**src/hw/rtl/drt_pkg.sv**
```systemverilog
// Shared types, constants and helpers of the divider reload timer.
`timescale 1ns / 1ps

package drt_pkg;

    // Action codes of one input beat.
    localparam logic [1:0] ACT_TICK  = 2'd0;
    localparam logic [1:0] ACT_READ  = 2'd1;
    localparam logic [1:0] ACT_WRITE = 2'd2;

    // Bus addresses of the timer registers.
    localparam logic [15:0] ADDR_DIVIDER = 16'hFF04;
    localparam logic [15:0] ADDR_COUNTER = 16'hFF05;
    localparam logic [15:0] ADDR_MODULO  = 16'hFF06;
    localparam logic [15:0] ADDR_CONTROL = 16'hFF07;

    localparam logic [15:0] DIVIDER_RESET = 16'hABCC;
    localparam logic [2:0]  RELOAD_DELAY  = 3'd4;
    localparam logic [3:0]  FRAME_BIT     = 4'd12;

    // Control register layout.
    localparam int CTRL_ENABLE = 2;

    // Clock select codes, named after how many ticks pass between counter steps.
    localparam logic [1:0] SEL_DIV1024 = 2'd0;
    localparam logic [1:0] SEL_DIV16   = 2'd1;
    localparam logic [1:0] SEL_DIV64   = 2'd2;
    localparam logic [1:0] SEL_DIV256  = 2'd3;

    typedef struct packed {
        logic [1:0]  action;
        logic [15:0] address;
        logic [7:0]  write_data;
    } t_item;

    typedef struct packed {
        logic [7:0] read_data;
        logic       frame_step;
        logic       timer_interrupt;
    } t_result;

    typedef struct packed {
        logic       pending;
        logic [2:0] delay;
    } t_status;

    // Divider bit watched by the counter for each clock select code.
    function automatic logic [3:0] select_bit(input logic [1:0] sel);
        logic [3:0] bit_idx;
        unique case (sel)
            SEL_DIV1024: bit_idx = 4'd9;
            SEL_DIV16:   bit_idx = 4'd3;
            SEL_DIV64:   bit_idx = 4'd5;
            SEL_DIV256:  bit_idx = 4'd7;
            default:     bit_idx = 4'd9;
        endcase
        return bit_idx;
    endfunction

endpackage

```
**src/hw/rtl/drt_timer.sv**
```systemverilog
// Timer state registers and the single-pass update for one beat.
`timescale 1ns / 1ps

module drt_timer (
    input  logic             i_clk,
    input  logic             i_rst_n,
    input  logic             i_step,
    input  drt_pkg::t_item   i_item,
    output drt_pkg::t_result o_result,
    output drt_pkg::t_status o_status
);

    logic [15:0] r_divider, n_divider;
    logic [7:0]  r_counter, n_counter;
    logic [7:0]  r_modulo,  n_modulo;
    logic [2:0]  r_control, n_control;
    logic        r_pending, n_pending;
    logic [2:0]  r_delay,   n_delay;

    logic [15:0] div_inc;
    logic [7:0]  cnt_inc;
    logic [3:0]  sel_idx;
    logic        sel_fell;

    assign div_inc  = r_divider + 16'd1;
    assign cnt_inc  = r_counter + 8'd1;
    assign sel_idx  = drt_pkg::select_bit(r_control[1:0]);
    assign sel_fell = r_divider[sel_idx] & ~div_inc[sel_idx];

    always_comb begin
        n_divider = r_divider;
        n_counter = r_counter;
        n_modulo  = r_modulo;
        n_control = r_control;
        n_pending = r_pending;
        n_delay   = r_delay;
        o_result  = '0;
        unique case (i_item.action)
            drt_pkg::ACT_TICK: begin
                n_divider = div_inc;
                o_result.frame_step = r_divider[drt_pkg::FRAME_BIT]
                                      & ~div_inc[drt_pkg::FRAME_BIT];
                if (r_pending) begin
                    n_delay = r_delay + 3'd1;
                end
                if (r_control[drt_pkg::CTRL_ENABLE] && sel_fell) begin
                    n_counter = cnt_inc;
                    if (cnt_inc == 8'd0) begin
                        n_pending = 1'b1;
                    end
                end
                // The reload sees the delay count already advanced on this tick.
                if (n_pending && n_delay == drt_pkg::RELOAD_DELAY) begin
                    n_delay   = 3'd0;
                    n_pending = 1'b0;
                    n_counter = r_modulo;
                    o_result.timer_interrupt = 1'b1;
                end
            end
            drt_pkg::ACT_READ: begin
                priority if (i_item.address == drt_pkg::ADDR_DIVIDER) begin
                    o_result.read_data = r_divider[15:8];
                end else if (i_item.address == drt_pkg::ADDR_COUNTER) begin
                    o_result.read_data = r_counter;
                end else if (i_item.address == drt_pkg::ADDR_MODULO) begin
                    o_result.read_data = r_modulo;
                end else if (i_item.address == drt_pkg::ADDR_CONTROL) begin
                    o_result.read_data = {5'd0, r_control};
                end else begin
                    o_result.read_data = 8'd0;
                end
            end
            drt_pkg::ACT_WRITE: begin
                priority if (i_item.address == drt_pkg::ADDR_DIVIDER) begin
                    n_divider = 16'd0;
                end else if (i_item.address == drt_pkg::ADDR_COUNTER) begin
                    n_counter = i_item.write_data;
                end else if (i_item.address == drt_pkg::ADDR_MODULO) begin
                    n_modulo = i_item.write_data;
                end else if (i_item.address == drt_pkg::ADDR_CONTROL) begin
                    n_control = i_item.write_data[2:0];
                end else begin
                    n_control = r_control;
                end
            end
            default: begin
                n_divider = r_divider;
            end
        endcase
    end

    always_ff @(posedge i_clk) begin
        if (!i_rst_n) begin
            r_divider <= drt_pkg::DIVIDER_RESET;
            r_counter <= 8'd0;
            r_modulo  <= 8'd0;
            r_control <= 3'd0;
            r_pending <= 1'b0;
            r_delay   <= 3'd0;
        end else if (i_step) begin
            r_divider <= n_divider;
            r_counter <= n_counter;
            r_modulo  <= n_modulo;
            r_control <= n_control;
            r_pending <= n_pending;
            r_delay   <= n_delay;
        end
    end

    assign o_status.pending = r_pending;
    assign o_status.delay   = r_delay;

endmodule

```
**src/hw/rtl/divider_reload_timer_top.sv**
```systemverilog
// Top level of the divider reload timer: input register, timer core, result register.
//
//  channel | valid       | stall       | payload
//  --------+-------------+-------------+-------------------------------------------
//  in      | i_in_valid  | o_in_stall  | i_action, i_address, i_write_data
//  out     | o_out_valid | i_out_stall | o_read_data, o_frame_step, o_timer_interrupt
//
// One beat per clock is sustained while the output is not stalled; a beat's result
// passes through the input register, then the timer update into the result register.
// Synchronous active-low reset: divider to 0xABCC, timer state and valid flags cleared.
// A stall on the output holds the result register; the input register still takes one
// more beat, and the input stalls only when both registers are full.
`timescale 1ns / 1ps

module divider_reload_timer_top (
    input  logic        i_clk,
    input  logic        i_rst_n,
    input  logic        i_in_valid,
    output logic        o_in_stall,
    input  logic [1:0]  i_action,
    input  logic [15:0] i_address,
    input  logic [7:0]  i_write_data,
    output logic        o_out_valid,
    input  logic        i_out_stall,
    output logic [7:0]  o_read_data,
    output logic        o_frame_step,
    output logic        o_timer_interrupt
);

    logic             r_in_valid;
    drt_pkg::t_item   r_item;
    logic             r_out_valid;
    drt_pkg::t_result r_result;

    drt_pkg::t_result core_result;
    drt_pkg::t_status core_status;

    logic out_free;
    logic advance;
    logic in_free;
    logic in_take;

    assign out_free = !r_out_valid || !i_out_stall;
    assign advance  = r_in_valid && out_free;
    assign in_free  = !r_in_valid || advance;
    assign in_take  = i_in_valid && in_free;

    assign o_in_stall = !in_free;

    always_ff @(posedge i_clk) begin
        if (!i_rst_n) begin
            r_in_valid <= 1'b0;
        end else if (in_free) begin
            r_in_valid <= i_in_valid;
        end
    end

    always_ff @(posedge i_clk) begin
        if (in_take) begin
            r_item.action     <= i_action;
            r_item.address    <= i_address;
            r_item.write_data <= i_write_data;
        end
    end

    drt_timer u_timer (
        .i_clk    (i_clk),
        .i_rst_n  (i_rst_n),
        .i_step   (advance),
        .i_item   (r_item),
        .o_result (core_result),
        .o_status (core_status)
    );

    always_ff @(posedge i_clk) begin
        if (!i_rst_n) begin
            r_out_valid <= 1'b0;
        end else if (out_free) begin
            r_out_valid <= r_in_valid;
        end
    end

    always_ff @(posedge i_clk) begin
        if (advance) begin
            r_result <= core_result;
        end
    end

    assign o_out_valid       = r_out_valid;
    assign o_read_data       = r_result.read_data;
    assign o_frame_step      = r_result.frame_step;
    assign o_timer_interrupt = r_result.timer_interrupt;

    // The delay count only runs while a reload is pending.
    a_delay_idle: assert property (@(posedge i_clk) disable iff (!i_rst_n)
        !core_status.pending |-> core_status.delay == 3'd0)
        else $error("delay count nonzero with no reload pending");

    // The delay count never passes the reload point.
    a_delay_bound: assert property (@(posedge i_clk) disable iff (!i_rst_n)
        core_status.delay <= drt_pkg::RELOAD_DELAY)
        else $error("delay count beyond reload delay");

    // The latest result is a reload, so the pending state has just been cleared.
    a_reload_clears: assert property (@(posedge i_clk) disable iff (!i_rst_n)
        o_out_valid && o_timer_interrupt |-> !core_status.pending)
        else $error("reload pending after interrupt beat");

    // Tick results never carry read data.
    a_tick_no_data: assert property (@(posedge i_clk) disable iff (!i_rst_n)
        o_out_valid && (o_timer_interrupt || o_frame_step) |-> o_read_data == 8'd0)
        else $error("read data on a tick beat");

endmodule
```
**config.mk**
```make
export PLATFORM = sky130hd
export DESIGN_NAME = divider_reload_timer_top
export DESIGN_NICKNAME = d
export VERILOG_FILES = /design/src/hw/rtl/drt_pkg.sv /design/src/hw/rtl/drt_timer.sv /design/src/hw/rtl/divider_reload_timer_top.sv
export SDC_FILE = /design/constraint.sdc
export NUM_CORES = 1
export LEC_CHECK = 0
export ABC_AREA = 1
export BUFFER_PORTS_ARGS = -buffer_cell sky130_fd_sc_hd__buf_4
export CAP_MARGIN = 20
export CORE_ASPECT_RATIO = 1.1
export CORE_UTILIZATION = 40
export CTS_CLUSTER_DIAMETER = 200
export DETAILED_ROUTE_END_ITERATION = 10
export GPL_ROUTABILITY_DRIVEN = 0
export HOLD_SLACK_MARGIN = 0.02
export SLEW_MARGIN = 20
export SYNTH_ARGS = -nofsm -noshare
export SYNTH_HDL_FRONTEND = slang
export SYNTH_HIERARCHICAL = 1
export SYNTH_SLANG_ARGS = --single-unit
```
**constraint.sdc**
```tcl
create_clock -name i_clk -period 6.75 [get_ports i_clk]
set_input_delay 0.675 -clock i_clk [delete_from_list [all_inputs] [get_ports i_clk]]
set_output_delay 0.675 -clock i_clk [all_outputs]
set_load 0.01 [all_outputs]
```
==> results by group, run 1 <==
Status
  – Status: completed

CTS
  – CTS Hold Bufs: 0
  – Post_cts resized: 0
  – Worst skew pair latency: 0.36 ns
  – Post-CTS setup buffer count: 0
  – CTS tree: done
  – TritonCTS buffer count: 9
  – Clock buffer depth: 2
  – # H-tree levels: 3
  – Clock Sinks: 77
  – Clk slew on worst S/H paths: 0.07 ns
  – Clk root buf: clkbuf_8

Global routing
  – Grt ovf: 0
  – Total GRT Usage: 19.3%
  – Initial antenna violation count: 0
  – Vias in the first global route: 3,031
  – Largest net degree at the start of global routing: 27
  – First-pass GRT wire length: 14,800 um

Job
  – Max Cap Viol: 0

Cells and area
  – Layout Nets: 547
  – Most frequent cells in the layout: 90 x nand2_1, 70 x inv_1, 50 x nor2_1
  – Final non-filler cell total: 635
  – Ant diodes: 0
  – Final instance area: 0.00453 mm^2
  – Share of cells above drive strength 1: 16.6%
  – Commonest non-fill, non-tap cell in the layout: nand2_1
  – Layout area overhead: 15.8%

Placement
  – Dpl cell area: 0.00431 mm^2
  – Half-perimeter wire length after placement: 6650 um
  – Port bufs: 41
  – Post-Place Cells: 619

Yosys
  – Syn. warnings: 6
  – Mapped Cells: 469
  – Syn_nets: 503
  – Syn Std Cell Area: 0.00391 mm^2
  – Post-Syn Area per Cell: 8.34 um^2

Timing
  – Number of hold violations in the final report: 0
  – Actual slew at the worst max-slew pin: 0.946 ns
  – Fin. max-slew vios: 0
  – Worst clock skew: 0.0106 ns
  – Final Cycle Share: 40.7%
  – Slew headroom: 36.9%
  – Fin crit period: 2.75 ns
  – Final Setup Violations: 0
  – Peak Freq: 364 MHz
  – RSZ-0062 raised after global routing: false
  – Setup TNS Final: 0 ns

Route
  – First-pass DRT Iterations: 7
  – Final wirelength: 8930 um
  – Via-to-Cell Ratio: 5.14
  – Initial DRC count: 180
  – DR vias: 3,265
  – DRT antenna net count: 0
  – Drt drc: 0
  – DR WL/cell: 14.1 um

Critical path
  – Slowest stage cell, crit path: a21oi_2
  – CP required: 7.04 ns
  – Arr. time, crit path: 3.04 ns
  – Crit-path cells: buf_4 -> a21oi_2 -> inv_1 -> nor2_1 -> o21ai_2 -> inv_1 -> nand2_1 -> o21bai_1 -> o21ai_0 -> nor2_1
  – Crit-path max FO: 14
  – Critical path type: input port to register
  – Setup crit start kind: input port
  – CP peak stage delay: 0.52 ns
  – Worst setup EP type: register

Floorplan
  – Die ar.: 0.0102 mm^2
  – Die height: 106 um
  – Row cnt: 37
  – Die X: 96.3 um
  – Io pins: 42
  – Initial Util: 41.4%
  – Std-Cell Core Area: 0.00944 mm^2

Power
  – Power Density: 212 mW/mm^2
  – Worst VDD drop: 0.119 mV
  – Lkg Pwr: 1.93 nW

Hold path
  – HP Class: register to register
report_power, final:
part | internal (mW) | total [mW] | switching [mW]
sequential | 0.505 | 0.516 | 0.0109
clock | 0.210 | 0.383 | 0.173
combinational | 0.0245 | 0.0624 | 0.0379
critical path: cells and delay by family:
kind                   cells  cell delay (ns)
AOI/OAI and AO/OA          4             0.99
buffers and inverters      3             0.86
and+or+nand+nor            3             0.52
state kept, by name, summed over array words and instances (netlist names):
signal	flops
o_read_data	8
u_timer/r_counter	8
u_timer/r_divider	16
r_in_valid	1
o_frame_step	1
u_timer/r_pending	1
u_timer/r_control	3
o_out_valid	1
o_timer_interrupt	1
r_item	26
u_timer/r_modulo	8
u_timer/r_delay	3
through the flow:
step	total power [mW]	hold slack [ns]	utilization [%]	worst slack (ns)
after global routing	0.999	0.464	48.0	3.66
final	0.961	0.477	48.0	4.00
after floorplan	0.560	0.442	-	4.20
after global placement	0.588	0.455	45.7	3.26
after detailed placement	0.589	0.466	45.7	3.17
after CTS	0.972	0.472	47.9	3.53
final timing paths:
check                  startpoint                    to  slack (ns)  cells past startpoint
max                   i_out_stall  u_timer/r_divider[4]        4.00                     10
min          u_timer/r_divider[5]  u_timer/r_divider[5]        0.48                      2
max reg2reg            r_in_valid  u_timer/r_divider[4]        4.05                     10
min reg2reg  u_timer/r_divider[5]  u_timer/r_divider[5]        0.48                      2
area by class of cell:
cell class / instances / area (um^2)
clock buffer: 11 / 131
clock inverter: 5 / 83.8
fill: 942 / 4910
inverter: 72 / 275
multi-input combinational: 311 / 1680
sequential: 77 / 1900
tap: 117 / 146
timing repair buffer: 42 / 315
routing by layer:
metal / GRT usage [%] / part of all wire, %
met1: 25.4 / 46
met2: 29.9 / 48
met3: 3.82 / 3.8
met4: 9.45 / 2.7
met5: 0 / 0
Note: power is estimated with default switching activity, not from simulation.
==> inputs of run 2 (changes only) <==
ABC_AREA = 0   (was 1)
clock period = 2.23 ns   (was 6.75 ns; I/O delays follow)
==> results by group, run 2 <==
CTS
  – CTS tree: done
  – # H-tree levels: 3 (unchanged)
  – Worst skew pair latency: 0.35 ns (about the same)
  – Clk slew on worst S/H paths: 0.08 ns (about the same)
  – Clk root buf: clkbuf_8
  – Clock Sinks: 77 (unchanged)
  – Clock buffer depth: 2 (unchanged)
  – TritonCTS buffer count: 9 (unchanged)

Critical path
  – CP required: 2.48 ns (-4.56 ns)
  – Slowest stage cell, crit path: or4_4
  – CP top delay family: simple AND/OR/NAND/NOR gates
  – CP bufs+invs: 1 (-2)
  – Crit-path cells: or4_4 -> or4_4 -> o31ai_4 -> buf_6 -> and2_4 -> o21ai_2 -> a21o_1
  – Arr. time, crit path: 2.53 ns (-0.51 ns)
  – Setup crit start kind: register
  – CP dominant cell by count: or4_4
  – Worst setup EP type: register
  – CP peak stage delay: 0.57 ns (+0.05 ns)
  – Crit-path max FO: 4 (-10)
  – Critical path type: register to register

Floorplan
  – Io pins: 42 (unchanged)
  – Row cnt: 36 (-2.7%)
  – Std-Cell Core Area: 0.00896 mm^2 (-5.1%)
  – Initial Util: 41.6% (+0.14 points)
  – Die X: 94.0 um (-2.4%)
  – Die ar.: 0.00971 mm^2 (-4.7%)
  – Die height: 103 um (-2.4%)

Timing
  – Final Hold Slack: 0.0408 ns (-0.436 ns)
  – Worst clock skew: 0.0104 ns (-0.000227 ns)
  – Setup slack after layout: -0.0462 ns (-4.05 ns)
  – Final Setup Violations: 8 (+8)
  – Actual slew at the worst max-slew pin: 0.427 ns (-0.519 ns)
  – Fin crit period: 2.28 ns
  – Final Cycle Share: 102%
  – Peak Freq: 439 MHz
  – Fin. max-slew vios: 0 (unchanged)
  – Number of hold violations in the final report: 0 (unchanged)
  – RSZ-0062 raised after global routing: true
  – Slew headroom: 71.4% (+34 points)

Power
  – Power Density: 617 mW/mm^2 (+190%)
  – Lkg Pwr: 1.80 nW (-6.6%)
  – Total Power: 3.01 mW (+210%)
  – Worst VDD drop: 0.438 mV (+270%)

Placement
  – Placement Setup Slack: -0.183 ns (-3.35 ns)
  – Port bufs: 41 (unchanged)
  – Half-perimeter wire length after placement: 6260 um (-5.9%)
  – Post-Place Cells: 522 (-16%)

Global routing
  – Initial antenna violation count: 0 (unchanged)
  – Grt ovf: 0 (unchanged)
  – Largest net degree at the start of global routing: 23 (-15%)
  – First-pass GRT wire length: 14,100 um (-4.7%)
  – Vias in the first global route: 2,828 (-6.7%)
  – Total GRT Usage: 19.2% (-0.030 points)

Yosys
  – Post-Syn Area per Cell: 10.9 um^2 (+31%)
  – Mapped Cells: 341 (-27%)
  – Syn. warnings: 6 (unchanged)
  – Syn_nets: 375 (-25%)
  – Syn Std Cell Area: 0.00373 mm^2 (-4.8%)

Cells and area
  – Share of cells above drive strength 1: 34.3% (+18 points)
  – Register with the most flip-flops: r_item
  – Layout Nets: 460 (-16%)
  – Filler cells: 808 (-14%)
  – Commonest non-fill, non-tap cell in the layout: buf_4
  – Reg area: 0.00190 mm^2 (about the same)
  – Multi-input logic area: 0.00185 mm^2 (+10%)
  – Ant diodes: 0 (unchanged)
  – Final non-filler cell total: 545 (-14%)
  – Layout area overhead: 30.9%
  – Most frequent cells in the layout: 83 x buf_4, 40 x dfxtp_1, 36 x edfxtp_1
  – Biggest regs: r_item (26), u_timer/r_divider (16)
  – Max FFs per register: 26 (unchanged)

Route
  – Initial DRC count: 160 (-11%)
  – Final wirelength: 8530 um (-4.5%)
  – Via-to-Cell Ratio: 5.39 (+4.8%)
  – DR vias: 2,937 (-10%)
  – DRT antenna net count: 0 (unchanged)
  – DR WL/cell: 15.7 um (+11%)
  – First-pass DRT Iterations: 4 (-3)
  – Drt drc: 0 (unchanged)

Job
  – Max Cap Viol: 0 (unchanged)

Hold path
  – HP Class: input port to register

Status
  – Status: finished with violations
  – Violated checks: setup timing
-- run 2: timing repair --
action / in CTS / in global routing
setup buffers: 3 / 3
hold buffers: 0 / 1
pin swaps: 5 / 11
gates resized for setup: 6 / 19
endpoints found under the setup margin: 23 / 39
hold endpoints to repair: 0 / 1
-- run 2: power by group --
| group | switching [mW] | internal, mW |
|---|---|---|
| combinational | 0.0959 | 0.0903 |
| clock | 0.515 | 0.767 |
| sequential | 0.0202 | 1.52 |
-- run 2: layout make-up --
type | instances | area share, %
clock inverters | 4 | 1.54
flip-flops and latches | 77 | 39.0
inverters | 5 | 0.385
clock buffers | 12 | 3.64
well taps | 114 | 2.93
repair buffers | 89 | 14.5
multi-input cells | 244 | 38.0
-- run 2: metrics by stage --
stage                     utilization (%)  instance area, um^2  setup TNS [ns]
final                                54.4                 4880          -0.213
after global routing                 54.4                 4880           -2.71
after CTS                            53.0                 4750          -0.112
after detailed placement             49.7                 4450           -2.34
after global placement               49.7                 4450           -1.49
after floorplan                         -                 3740        -0.00669
-- run 2: path summary, 6_finish.rpt --
| path | from | endpoint | slack [ns] | cells after the start |
|---|---|---|---|---|
| max | r_item[14] | u_timer/r_divider[9] | -0.05 | 7 |
| min | i_write_data[5] | r_item[5] | 0.04 | 1 |
| max reg2reg | r_item[14] | u_timer/r_divider[9] | -0.05 | 7 |
| min reg2reg | r_in_valid | o_out_valid | 0.53 | 2 |
-- run 2: metal layers --
| metal | track usage [%] | part of all wire, % | vias up |
|---|---|---|---|
| li1 | - | - | 1460 |
| met1 | 25.6 | 45 | 1390 |
| met2 | 30.7 | 49 | 79 |
| met3 | 3.36 | 4.5 | 8 |
| met4 | 8.88 | 1.3 | 0 |
| met5 | 0 | 0 | - |
==> inputs of run 3 (changes only) <==
ABC_AREA = 1   (was 0)
==> results by group, run 3 (same netlist as run 1, synthesis figures left out) <==
Status
  – Status: completed

Route
  – Via-to-Cell Ratio: 5.22 (-3.2%)
  – First-pass DRT Iterations: 5 (+1)
  – Final wirelength: 9440 um (+11%)
  – Drt drc: 0 (unchanged)
  – Initial DRC count: 312 (+95%)
  – DRT antenna net count: 0 (unchanged)
  – DR vias: 3,382 (+15%)
  – DR WL/cell: 14.6 um (-6.9%)

Cells and area
  – Filler cells: 918 (+14%)
  – Final core occ: 49.5% (-4.9 points)
  – Max FFs per register: 26 (unchanged)
  – Ant diodes: 0 (unchanged)
  – Share of cells above drive strength 1: 19.8% (-15 points)
  – Layout Nets: 560 (+22%)
  – Biggest regs: r_item (26), u_timer/r_divider (16)
  – Final non-filler cell total: 648 (+19%)
  – Layout area overhead: 19.4%
  – Final instance area: 0.00467 mm^2 (-4.2%)
  – Register with the most flip-flops: r_item
  – Commonest non-fill, non-tap cell in the layout: nand2_1
  – Most frequent cells in the layout: 90 x nand2_1, 70 x inv_1, 53 x buf_4

Critical path
  – Arr. time, crit path: 2.42 ns (-0.11 ns)
  – Stages on worst setup path: 15 (+8)
  – R2r setup slk: 0.12 ns (+0.17 ns)
  – Critical Path Start: u_timer/r_counter[0]
  – FF-to-FF Start: u_timer/r_counter[0]
  – Depth of the most critical reg-to-reg path: 15 (+8)
  – Crit-path max FO: 13 (+9)
  – FF-to-FF End: u_timer/r_counter[3]
  – Crit path to: u_timer/r_counter[3]
  – CP bufs+invs: 2 (+1)
  – Critical path type: register to register
  – Worst setup EP type: register
  – CP top delay family: simple AND/OR/NAND/NOR gates
  – CP peak stage delay: 0.39 ns (-0.18 ns)
  – Slowest stage cell, crit path: dfxtp_1
  – Crit-path cells: buf_4 -> nand3_1 -> nand2_1 -> nand3_1 -> nor2_1 -> nand3_1 -> nor2_2 -> nand2_2 -> nand2_4 -> nand2_8 -> nand2_4 -> nand2_4 -> a21oi_1 -> nand2_1 -> inv_1
  – Setup crit start kind: register
  – CP required: 2.54 ns (+0.06 ns)

CTS
  – # H-tree levels: 3 (unchanged)
  – Clock buffer depth: 2 (unchanged)
  – Clk root buf: clkbuf_8
  – CTS tree: done
  – TritonCTS buffer count: 9 (unchanged)
  – Clk slew on worst S/H paths: 0.09 ns (about the same)
  – Worst skew pair latency: 0.35 ns (about the same)
  – Clock Sinks: 77 (unchanged)

Power
  – Lkg Pwr: 1.99 nW (+10%)
  – Total Power: 2.91 mW (-3.2%)
  – Power Density: 624 mW/mm^2 (+1.0%)
  – Worst VDD drop: 0.348 mV (-21%)

Floorplan
  – Row cnt: 37 (+2.8%)
  – Initial Util: 41.4% (-0.14 points)
  – Die height: 106 um (+2.4%)
  – Die ar.: 0.0102 mm^2 (+4.9%)
  – Std-Cell Core Area: 0.00944 mm^2 (+5.4%)
  – Io pins: 42 (unchanged)
  – Die X: 96.3 um (+2.4%)

Job
  – Max Cap Viol: 0 (unchanged)

Timing
  – RSZ-0062 raised after global routing: true
  – Final Cycle Share: 94.6% (-7.5 points)
  – Worst clock skew: 0.0143 ns (+0.00388 ns)
  – Final Hold Slack: 0.0475 ns (+0.00669 ns)
  – Slew headroom: 63.8% (-7.6 points)
  – Peak Freq: 474 MHz (+7.9%)
  – Final Setup Violations: 0 (-8)
  – Setup slack after layout: 0.120 ns (+0.167 ns)
  – Setup TNS Final: 0 ns (+0.213 ns)
  – Actual slew at the worst max-slew pin: 0.543 ns (+0.116 ns)
  – Fin. max-slew vios: 0 (unchanged)
  – Fin crit period: 2.11 ns (-0.167 ns)
  – Number of hold violations in the final report: 0 (unchanged)

Global routing
  – Initial antenna violation count: 0 (unchanged)
  – First-pass GRT wire length: 15,300 um (+8.4%)
  – Vias in the first global route: 3,223 (+14%)
  – Total GRT Usage: 19.9% (+0.64 points)
  – Largest net degree at the start of global routing: 27 (+17%)
  – Grt ovf: 0 (unchanged)

Hold path
  – HP Class: input port to register
  – Hold path start: i_address[7]

Placement
  – Port bufs: 41 (unchanged)
  – Half-perimeter wire length after placement: 7010 um (+12%)
  – Post-Place Cells: 629 (+20%)
  – Dpl cell area: 0.00439 mm^2 (-1.4%)
  – Placement Setup Slack: -0.0114 ns (+0.172 ns)
## run 3: changes by cell type in the layout (fill, tap and decap cells not counted), sizes merged, moves of 13 or more
cell and change:
a21oi +27, buf -35, inv +67, mux2i -16, nand2 +68, nand3 +14
nor2 +28, nor2b -13, o21ai +16
## run 3: worst min path at each step
stage | to | depth (start not counted) | slack [ns]
after detailed placement | r_item[12] | 1 | 0.40
after CTS | r_item[4] | 1 | 0.03
after floorplan | r_item[0] | 0 | 0.32
after global placement | r_item[7] | 1 | 0.40
final | r_item[15] | 1 | 0.05
after global routing | r_item[22] | 1 | 0.02
## run 3: area by class of cell
cell class	instances	area (um^2)	share of cell area, %
tap	117	146	3.13
timing repair inverter	1	5.00	0.107
clock inverter	6	86.3	1.85
multi-input combinational	311	1720	36.7
timing repair buffer	54	408	8.73
sequential	77	1910	40.8
clock buffer	10	128	2.73
inverter	72	275	5.89
## run 3: power by group
part / switching (mW) / total [mW] / internal, mW / leakage, nW
clock network: 0.519 / 1.15 / 0.631 / 0.108
registers: 0.0332 / 1.56 / 1.53 / 0.685
logic: 0.120 / 0.202 / 0.0816 / 1.19
## run 3: what timing repair did
item / CTS / global route
setup endpoints to repair: 6 / 9
gates resized for setup: 1 / 10
setup buffers: 0 / 1
cloned: 0 / 1
endpoints found under the hold margin: 0 / 1
pin swaps: 0 / 3
hold buffers: 0 / 1
## run 3: per-layer routing
metal	global-route usage (%)	vias up	part of all wire [%]
li1	-	1685	-
met1	24.5	1588	44
met2	33.2	90	49
met3	4.55	19	4.0
met4	7.88	0	2.8
met5	0	-	0
